**src/hdl/btl_pkg.sv**
```systemverilog
// Shared types for the boot tape block loader: phase codes, loader state
// and the result record. No dependencies.
package btl_pkg;

  typedef enum logic [3:0] {
    PH_HEADER  = 4'd0,
    PH_LOAD_HI = 4'd1,
    PH_LOAD_LO = 4'd2,
    PH_CNT_HI  = 4'd3,
    PH_CNT_LO  = 4'd4,
    PH_DATA_HI = 4'd5,
    PH_DATA_LO = 4'd6,
    PH_CK_HI   = 4'd7,
    PH_CK_LO   = 4'd8,
    PH_ACT_HI  = 4'd9,
    PH_ACT_LO  = 4'd10
  } phase_t;

  localparam logic [6:0] CHAR_BANG = 7'h21;
  localparam logic [6:0] CHAR_LF   = 7'h0a;
  localparam logic [6:0] CHAR_CR   = 7'h0d;
  // Upper four bits shared by the ASCII codes '0' through '7'.
  localparam logic [3:0] OCTAL_HI  = 4'b0110;

  typedef struct packed {
    phase_t      phase;
    logic [15:0] octal_accum;
    logic [15:0] start_value;
    logic [7:0]  high_byte;
    logic [15:0] load_base;
    logic [15:0] words_left;
    logic [15:0] word_index;
    logic [15:0] running_sum;
    logic [15:0] checksum_seen;
  } btl_state_t;

  typedef struct packed {
    logic        mem_write;
    logic [15:0] mem_address;
    logic [15:0] mem_data;
    logic        load_done;
    logic        checksum_error;
    logic [15:0] start_address;
    logic [15:0] action_code;
  } btl_result_t;

endpackage

```
**src/hdl/btl_byte_if.sv**
```systemverilog
// Tape byte channel: valid/ready handshake carrying one raw tape byte.
// No dependencies.
interface btl_byte_if;
  logic       valid;
  logic       ready;
  logic [7:0] tape_byte;

  modport source (output valid, output tape_byte, input ready);
  modport sink   (input valid, input tape_byte, output ready);
endinterface

```
**src/hdl/btl_result_if.sv**
```systemverilog
// Result channel: valid/ready handshake carrying one loader result.
// No dependencies.
interface btl_result_if;
  logic        valid;
  logic        ready;
  logic        mem_write;
  logic [15:0] mem_address;
  logic [15:0] mem_data;
  logic        load_done;
  logic        checksum_error;
  logic [15:0] start_address;
  logic [15:0] action_code;

  modport source (output valid, output mem_write, output mem_address, output mem_data,
                  output load_done, output checksum_error, output start_address,
                  output action_code, input ready);
  modport sink   (input valid, input mem_write, input mem_address, input mem_data,
                  input load_done, input checksum_error, input start_address,
                  input action_code, output ready);
endinterface

```
**src/hdl/btl_step.sv**
```systemverilog
// Next-state and result logic for one tape byte.
// Depends on btl_pkg.
module btl_step
  import btl_pkg::*;
(
  input  btl_state_t  cur,
  input  logic [7:0]  tape_byte,
  output btl_state_t  nxt,
  output btl_result_t res
);

  logic [6:0]  c;
  logic [15:0] word;

  assign c    = tape_byte[6:0];
  assign word = {cur.high_byte, tape_byte};

  always_comb begin
    nxt = cur;
    res = '0;
    unique case (cur.phase)
      PH_LOAD_HI, PH_CNT_HI, PH_DATA_HI, PH_CK_HI, PH_ACT_HI: begin
        nxt.high_byte = tape_byte;
        nxt.phase     = phase_t'(cur.phase + 4'd1);
      end
      PH_LOAD_LO: begin
        nxt.load_base = word;
        nxt.phase     = PH_CNT_HI;
      end
      PH_CNT_LO: begin
        nxt.words_left  = word;
        nxt.word_index  = '0;
        nxt.running_sum = '0;
        nxt.phase       = (word == 16'd0) ? PH_CK_HI : PH_DATA_HI;
      end
      PH_DATA_LO: begin
        res.mem_write   = 1'b1;
        res.mem_address = cur.load_base + cur.word_index;
        res.mem_data    = word;
        nxt.running_sum = cur.running_sum + word;
        nxt.word_index  = cur.word_index + 16'd1;
        nxt.words_left  = cur.words_left - 16'd1;
        nxt.phase       = (cur.words_left == 16'd1) ? PH_CK_HI : PH_DATA_HI;
      end
      PH_CK_LO: begin
        nxt.checksum_seen = word;
        nxt.phase         = PH_ACT_HI;
      end
      PH_ACT_LO: begin
        res.load_done      = 1'b1;
        res.checksum_error = (cur.checksum_seen != cur.running_sum);
        res.start_address  = cur.start_value;
        res.action_code    = word;
        nxt.start_value    = '0;
        nxt.octal_accum    = '0;
        nxt.phase          = PH_HEADER;
      end
      default: begin
        // Header text; unused phase codes land here as well.
        nxt.phase = PH_HEADER;
        priority if (c == CHAR_BANG) begin
          nxt.octal_accum = '0;
          nxt.phase       = PH_LOAD_HI;
        end else if (c == CHAR_LF) begin
          nxt.octal_accum = cur.octal_accum;
        end else if (c == CHAR_CR) begin
          nxt.start_value = cur.octal_accum;
          nxt.octal_accum = '0;
        end else if (c[6:3] == OCTAL_HI) begin
          nxt.octal_accum = {cur.octal_accum[12:0], c[2:0]};
        end else begin
          nxt.start_value = '0;
          nxt.octal_accum = '0;
        end
      end
    endcase
  end

endmodule

```
**src/hdl/boot_tape_block_loader_core.sv**
```systemverilog
// Top level of the boot tape block loader: input byte register, loader
// state, result register. Depends on btl_pkg, btl_byte_if, btl_result_if
// and btl_step.
//
// Usage:
//   tape   : sink of raw tape bytes, one request per byte.
//   result : source of results, exactly one result request per byte.
//   A byte accepted into the input register is decoded against the loader
//   state, and its result is registered in the result register and
//   presented on result until it is taken with result.ready high. Throughput
//   is one byte per cycle while the receiver does not stall: the only loop
//   is the update of the loader state registers through btl_step.
//   Data words appear as results with mem_write set; the action word
//   gives a result with load_done, checksum_error, start_address and
//   action_code. All other bytes give an all-zero result.
//   When the receiver stalls, the result register holds its request and
//   the input register stays full, so tape.ready drops until the
//   stall clears; nothing is dropped or repeated.
//   Reset (rst, synchronous, active high) empties both registers and
//   returns the loader to header parsing with all state cleared.
module boot_tape_block_loader_core
  import btl_pkg::*;
(
  input  logic         clk,
  input  logic         rst,
  btl_byte_if.sink     tape,
  btl_result_if.source result
);

  // Input register
  logic        in_valid;
  logic [7:0]  in_byte;

  // Loader state
  btl_state_t  state;
  btl_state_t  state_next;
  btl_result_t step_res;

  // Result register
  logic        out_valid;
  btl_result_t out_res;

  logic        advance;

  // Move the held byte into the result register when that slot is free.
  assign advance    = !out_valid || result.ready;
  assign tape.ready = !in_valid || advance;

  btl_step u_step (
    .cur       (state),
    .tape_byte (in_byte),
    .nxt       (state_next),
    .res       (step_res)
  );

  always_ff @(posedge clk) begin
    if (rst) begin
      in_valid <= 1'b0;
    end else if (tape.ready) begin
      in_valid <= tape.valid;
    end
    if (tape.ready) begin
      in_byte <= tape.tape_byte;
    end
  end

  // Commit the state only when the byte's result actually leaves the
  // input register, so a stall never advances the phase twice.
  always_ff @(posedge clk) begin
    if (rst) begin
      state.phase         <= PH_HEADER;
      state.octal_accum   <= '0;
      state.start_value   <= '0;
      state.high_byte     <= '0;
      state.load_base     <= '0;
      state.words_left    <= '0;
      state.word_index    <= '0;
      state.running_sum   <= '0;
      state.checksum_seen <= '0;
    end else if (in_valid && advance) begin
      state <= state_next;
    end
  end

  always_ff @(posedge clk) begin
    if (rst) begin
      out_valid <= 1'b0;
    end else if (advance) begin
      out_valid <= in_valid;
    end
    if (advance && in_valid) begin
      out_res <= step_res;
    end
  end

  assign result.valid          = out_valid;
  assign result.mem_write      = out_res.mem_write;
  assign result.mem_address    = out_res.mem_address;
  assign result.mem_data       = out_res.mem_data;
  assign result.load_done      = out_res.load_done;
  assign result.checksum_error = out_res.checksum_error;
  assign result.start_address  = out_res.start_address;
  assign result.action_code    = out_res.action_code;

  // A store and a block end never come from the same byte.
  a_store_xor_done: assert property (@(posedge clk) disable iff (rst)
    out_valid |-> !(out_res.mem_write && out_res.load_done))
    else $error("store and load_done in one result");

  // A checksum error is only reported with the block end.
  a_error_with_done: assert property (@(posedge clk) disable iff (rst)
    out_valid && out_res.checksum_error |-> out_res.load_done)
    else $error("checksum_error without load_done");

  // The action word returns the loader to header parsing.
  a_back_to_header: assert property (@(posedge clk) disable iff (rst)
    in_valid && advance && state.phase == PH_ACT_LO |=> state.phase == PH_HEADER)
    else $error("loader did not return to header after action word");

  // A byte in the input register moves into the result register when free.
  a_no_loss: assert property (@(posedge clk) disable iff (rst)
    in_valid && advance |=> out_valid)
    else $error("result lost between registers");

endmodule

```
**src/flat_wrapper.sv**
```systemverilog
// flat-port wrapper written by rule: the top's interface ports become plain ports
module boot_tape_block_loader_core_flat import btl_pkg::*;
  (clk, rst, tape_valid, tape_tape_byte, tape_ready, result_valid, result_mem_write, result_mem_address, result_mem_data, result_load_done, result_checksum_error, result_start_address, result_action_code, result_ready);
  btl_byte_if tape_i ();
  btl_result_if result_i ();
  input  logic clk;
  input  logic rst;
  input wire logic [$bits(tape_i.valid)-1:0] tape_valid;
  input wire logic [$bits(tape_i.tape_byte)-1:0] tape_tape_byte;
  output wire logic [$bits(tape_i.ready)-1:0] tape_ready;
  output wire logic [$bits(result_i.valid)-1:0] result_valid;
  output wire logic [$bits(result_i.mem_write)-1:0] result_mem_write;
  output wire logic [$bits(result_i.mem_address)-1:0] result_mem_address;
  output wire logic [$bits(result_i.mem_data)-1:0] result_mem_data;
  output wire logic [$bits(result_i.load_done)-1:0] result_load_done;
  output wire logic [$bits(result_i.checksum_error)-1:0] result_checksum_error;
  output wire logic [$bits(result_i.start_address)-1:0] result_start_address;
  output wire logic [$bits(result_i.action_code)-1:0] result_action_code;
  input wire logic [$bits(result_i.ready)-1:0] result_ready;
  assign tape_i.valid = tape_valid;
  assign tape_i.tape_byte = tape_tape_byte;
  assign tape_ready = tape_i.ready;
  assign result_valid = result_i.valid;
  assign result_mem_write = result_i.mem_write;
  assign result_mem_address = result_i.mem_address;
  assign result_mem_data = result_i.mem_data;
  assign result_load_done = result_i.load_done;
  assign result_checksum_error = result_i.checksum_error;
  assign result_start_address = result_i.start_address;
  assign result_action_code = result_i.action_code;
  assign result_i.ready = result_ready;
  boot_tape_block_loader_core u_core (.clk(clk), .rst(rst), .tape(tape_i), .result(result_i));
endmodule
```
**config.mk**
```make
export PLATFORM = sky130hd
export DESIGN_NAME = boot_tape_block_loader_core_flat
export DESIGN_NICKNAME = d
export VERILOG_FILES = /design/src/hdl/btl_pkg.sv /design/src/hdl/btl_byte_if.sv /design/src/hdl/btl_result_if.sv /design/src/hdl/btl_step.sv /design/src/hdl/boot_tape_block_loader_core.sv /design/src/flat_wrapper.sv
export SDC_FILE = /design/constraint.sdc
export NUM_CORES = 1
export LEC_CHECK = 0
export ABC_AREA = 1
export BUFFER_PORTS_ARGS = -buffer_cell sky130_fd_sc_hd__buf_2
export CAP_MARGIN = 20
export CORE_MARGIN = 2
export CORE_UTILIZATION = 55
export DETAILED_ROUTE_END_ITERATION = 16
export PLACE_DENSITY_LB_ADDON = 0.25
export SLEW_MARGIN = 20
export SYNTH_ARGS = -nofsm -noshare
export SYNTH_HDL_FRONTEND = slang
export SYNTH_SLANG_ARGS = --single-unit
```
**constraint.sdc**
```tcl
create_clock -name clk -period 5.04 [get_ports clk]
set_input_delay 0.504 -clock clk [delete_from_list [all_inputs] [get_ports clk]]
set_output_delay 0.504 -clock clk [all_outputs]
set_load 0.02 [all_outputs]
```
==> impl_metrics.yaml <==
status:
  status: "complete, but fails checks"
  violations: "DRC"
clock_network:
  h-tree-depth: 1
  cts_sinks: 201
  cts_resized: 0
  clk_latency_ns: 0.51
  cts_tree: "done"
  root_buffer: "clkbuf_16"
  cts_buffers: 23
  ctsHoldBuffers: 0
  ctsLongestPathBuffers: 3
  cts.clk_slew.worst_paths_ns: 0.06
  cts_setup_buffers: 0
drt:
  avgRoutedWirePerCell_um: 14.8
  viasPerCell: 5.47
  ant_nets: 0
  first_pass_iters: 11
  drc: 9
  drt-initial-drc-count: 783
  num_vias: 8980
  routed_wl_mm: 24.2
cells_and_area:
  fin_area_um2: 11400
  area_delta_synth_final_pct: 11.9
  final_layout_size_suffix_gt1_frac: 0.105
  fillers: 1581
  diodes: 0
  layout.nets: 1448
  fin_cells: 1642
  layout_common_cells: "nand2_1 (280), inv_1 (172), nor2_1 (160), a21oi_1 (129), dfxtp_1 (126)"
  final_common_cell: "nand2_1"
floorplan:
  start_util: 0.564
  dieArea_um2: 19600
  die_h_um: 140
  coreArea_um2: 18100
  ioPinCount: 81
  rows: 49
  chipWidth_um: 140
synth:
  postSynth.asyncResetShare: 0
  synth_area_um2: 10200
  synthesis.nets: 1383
  synthFlopType: "dfxtp_1"
  ys_warn_count: 0
  syn_avg_cell_area_um2: 7.65
  synthCells: 1332
  synth_cell_types: 45
  yosys_register_bits: 201
  synth_edf_count: 75
  ys_seq_area_frac: 0.468
worst_setup_path:
  crit_chain: "inv_1 > ha_1 > inv_1 > nor2_2 > inv_2 > nand2_1 > nand3_1 > nand2_1 > nor2_1"
  crit_family: "simple AND/OR/NAND/NOR gates"
  crit_type: "flop to flop"
  end_kind: "flop"
  critPathBufInv: 3
  cp_max_fo: 60
  slowest_delay_ns: 0.83
  cp-start-kind: "flop"
  arrival_ns: 3.52
  crit_slowest_cell: "nand2_1"
  crit_required_ns: 5.48
place:
  placed_cells: 1601
  placed_cell_area_um2: 10700
  place_congestion: 0.874
  place_hpwl_mm: 16.5
  port_buffers: 80
global_route:
  antenna_found_initial: 0
  grt_pass1_vias: 8147
  grt-ovfl-total: 0
  grt_max_degree: 68
  grt_pass1_wl_mm: 39.6
  grt.total_usage: 0.244
power_and_ir_drop:
  p_leak_nw: 4.92
  irDropWorstVdd_uv: 244
  power_density_nw_per_um2: 313
  finalPower_mw: 3.57
timing:
  skew_ns: 0.0199
  fin_crit_sh: 0.611
  min_period_ns: 3.08
  setup_viol: 0
  rsz0062_at_grt: "no"
  fmax_mhz: 325
  maxSlewHeadroom: 0.331
  finalHoldViolCount: 0
  finalSetupTns_ns: 0
  drv_slew: 0
  worst_pin_slew_ns: 1.00
min_path:
  hp-class: "input pin to flop"
job:
  maxCapViolations: 0
cell usage after synthesis, types with 2 or more instances:
cell type,count,share of area
a21o_1,4,0.0029
a21oi_1,129,0.063
a22oi_1,3,0.0022
a31oi_1,8,0.0049
and2_1,2,0.0012
buf_1,6,0.0022
buf_2,16,0.0079
buf_4,2,0.0015
buf_6,3,0.0033
clkbuf_1,20,0.0074
dfxtp_1,126,0.25
edfxtp_1,75,0.22
fa_1,2,0.0039
ha_1,37,0.045
inv_1,173,0.064
inv_2,8,0.0029
nand2_1,280,0.10
nand2_2,4,0.0025
nand3_1,117,0.057
nand3b_1,3,0.0022
nand4_1,17,0.010
nor2_1,160,0.059
nor3_1,15,0.0074
nor3_2,2,0.0020
nor3b_1,3,0.0022
o2111ai_1,3,0.0026
o21ai_0,65,0.032
o21bai_1,4,0.0029
o221ai_1,2,0.0017
o22ai_1,4,0.0025
or2_2,9,0.0055
xnor2_1,10,0.0086
xor2_1,8,0.0069
flip-flops by register name, indices dropped and copies added (netlist names):
| signal | count |
|---|---|
| u_core.result.mem_address | 16 |
| u_core.in_valid | 1 |
| u_core.result.valid | 1 |
| u_core.result.mem_data | 16 |
| u_core.result.checksum_error | 1 |
| u_core.in_byte | 8 |
| u_core.result.load_done | 1 |
| u_core.result.start_address | 16 |
| u_core.result.action_code | 16 |
| u_core.result.mem_write | 1 |
| u_core.state | 124 |
path summary, 6_finish.rpt:
path / endpoint / startpoint / cells after the start / slack (ns)
hold reg to reg: u_core.state[88] / u_core.state[88] / 2 / 0.48
setup / recovery: u_core.state[95] / u_core.state[120] / 9 / 1.96
hold / removal: u_core.in_byte[6] / tape_tape_byte[6] / 1 / 0.18
setup reg to reg: u_core.state[95] / u_core.state[120] / 9 / 1.96
area by class of cell:
type / instances / area [µm²] / area share
clock buffer: 31 / 616 / 0.0539
clock inverter: 10 / 81.3 / 0.00713
inverter: 181 / 679 / 0.0595
multi-input combinational: 903 / 4520 / 0.396
sequential: 201 / 4770 / 0.418
tap: 229 / 287 / 0.0251
timing repair buffer: 87 / 453 / 0.0397
per-layer routing:
metal / vias up / part of all wire / global-route usage
li1: 4496 / - / -
met1: 4139 / 0.45 / 0.341
met2: 290 / 0.46 / 0.394
met3: 55 / 0.063 / 0.0294
met4: 0 / 0.029 / 0.0914
met5: - / 0 / 0
kinds of logic after synthesis:
family | after synthesis | share of synthesized area
AO/OA/AOI/OAI | 227 | 0.119
XOR/XNOR | 18 | 0.0155
flip-flops | 201 | 0.468
AND/OR/NAND/NOR | 619 | 0.259
buffers and inverters | 228 | 0.0889
adder cells (fa/ha/maj) | 39 | 0.0493
through the flow:
| stage | hold WS (ns) | utilization | setup slack, ns |
|---|---|---|---|
| global route | 0.162 | 0.631 | 1.58 |
| floorplan | 0.450 | - | 2.47 |
| CTS | 0.163 | 0.631 | 1.94 |
| detailed placement | 0.469 | 0.592 | 1.96 |
| global placement | 0.462 | 0.592 | 2.06 |
| finish | 0.175 | 0.631 | 1.96 |
power by group:
part / switching, mW / leakage, nW / total (mW) / internal, mW
registers: 0.0394 / 1.75 / 1.78 / 1.74
logic: 0.173 / 2.83 / 0.247 / 0.0737
clock network: 0.642 / 0.334 / 1.55 / 0.908
total: 0.855 / 4.92 / 3.57 / 2.72
(Power assumes the default switching activity.)
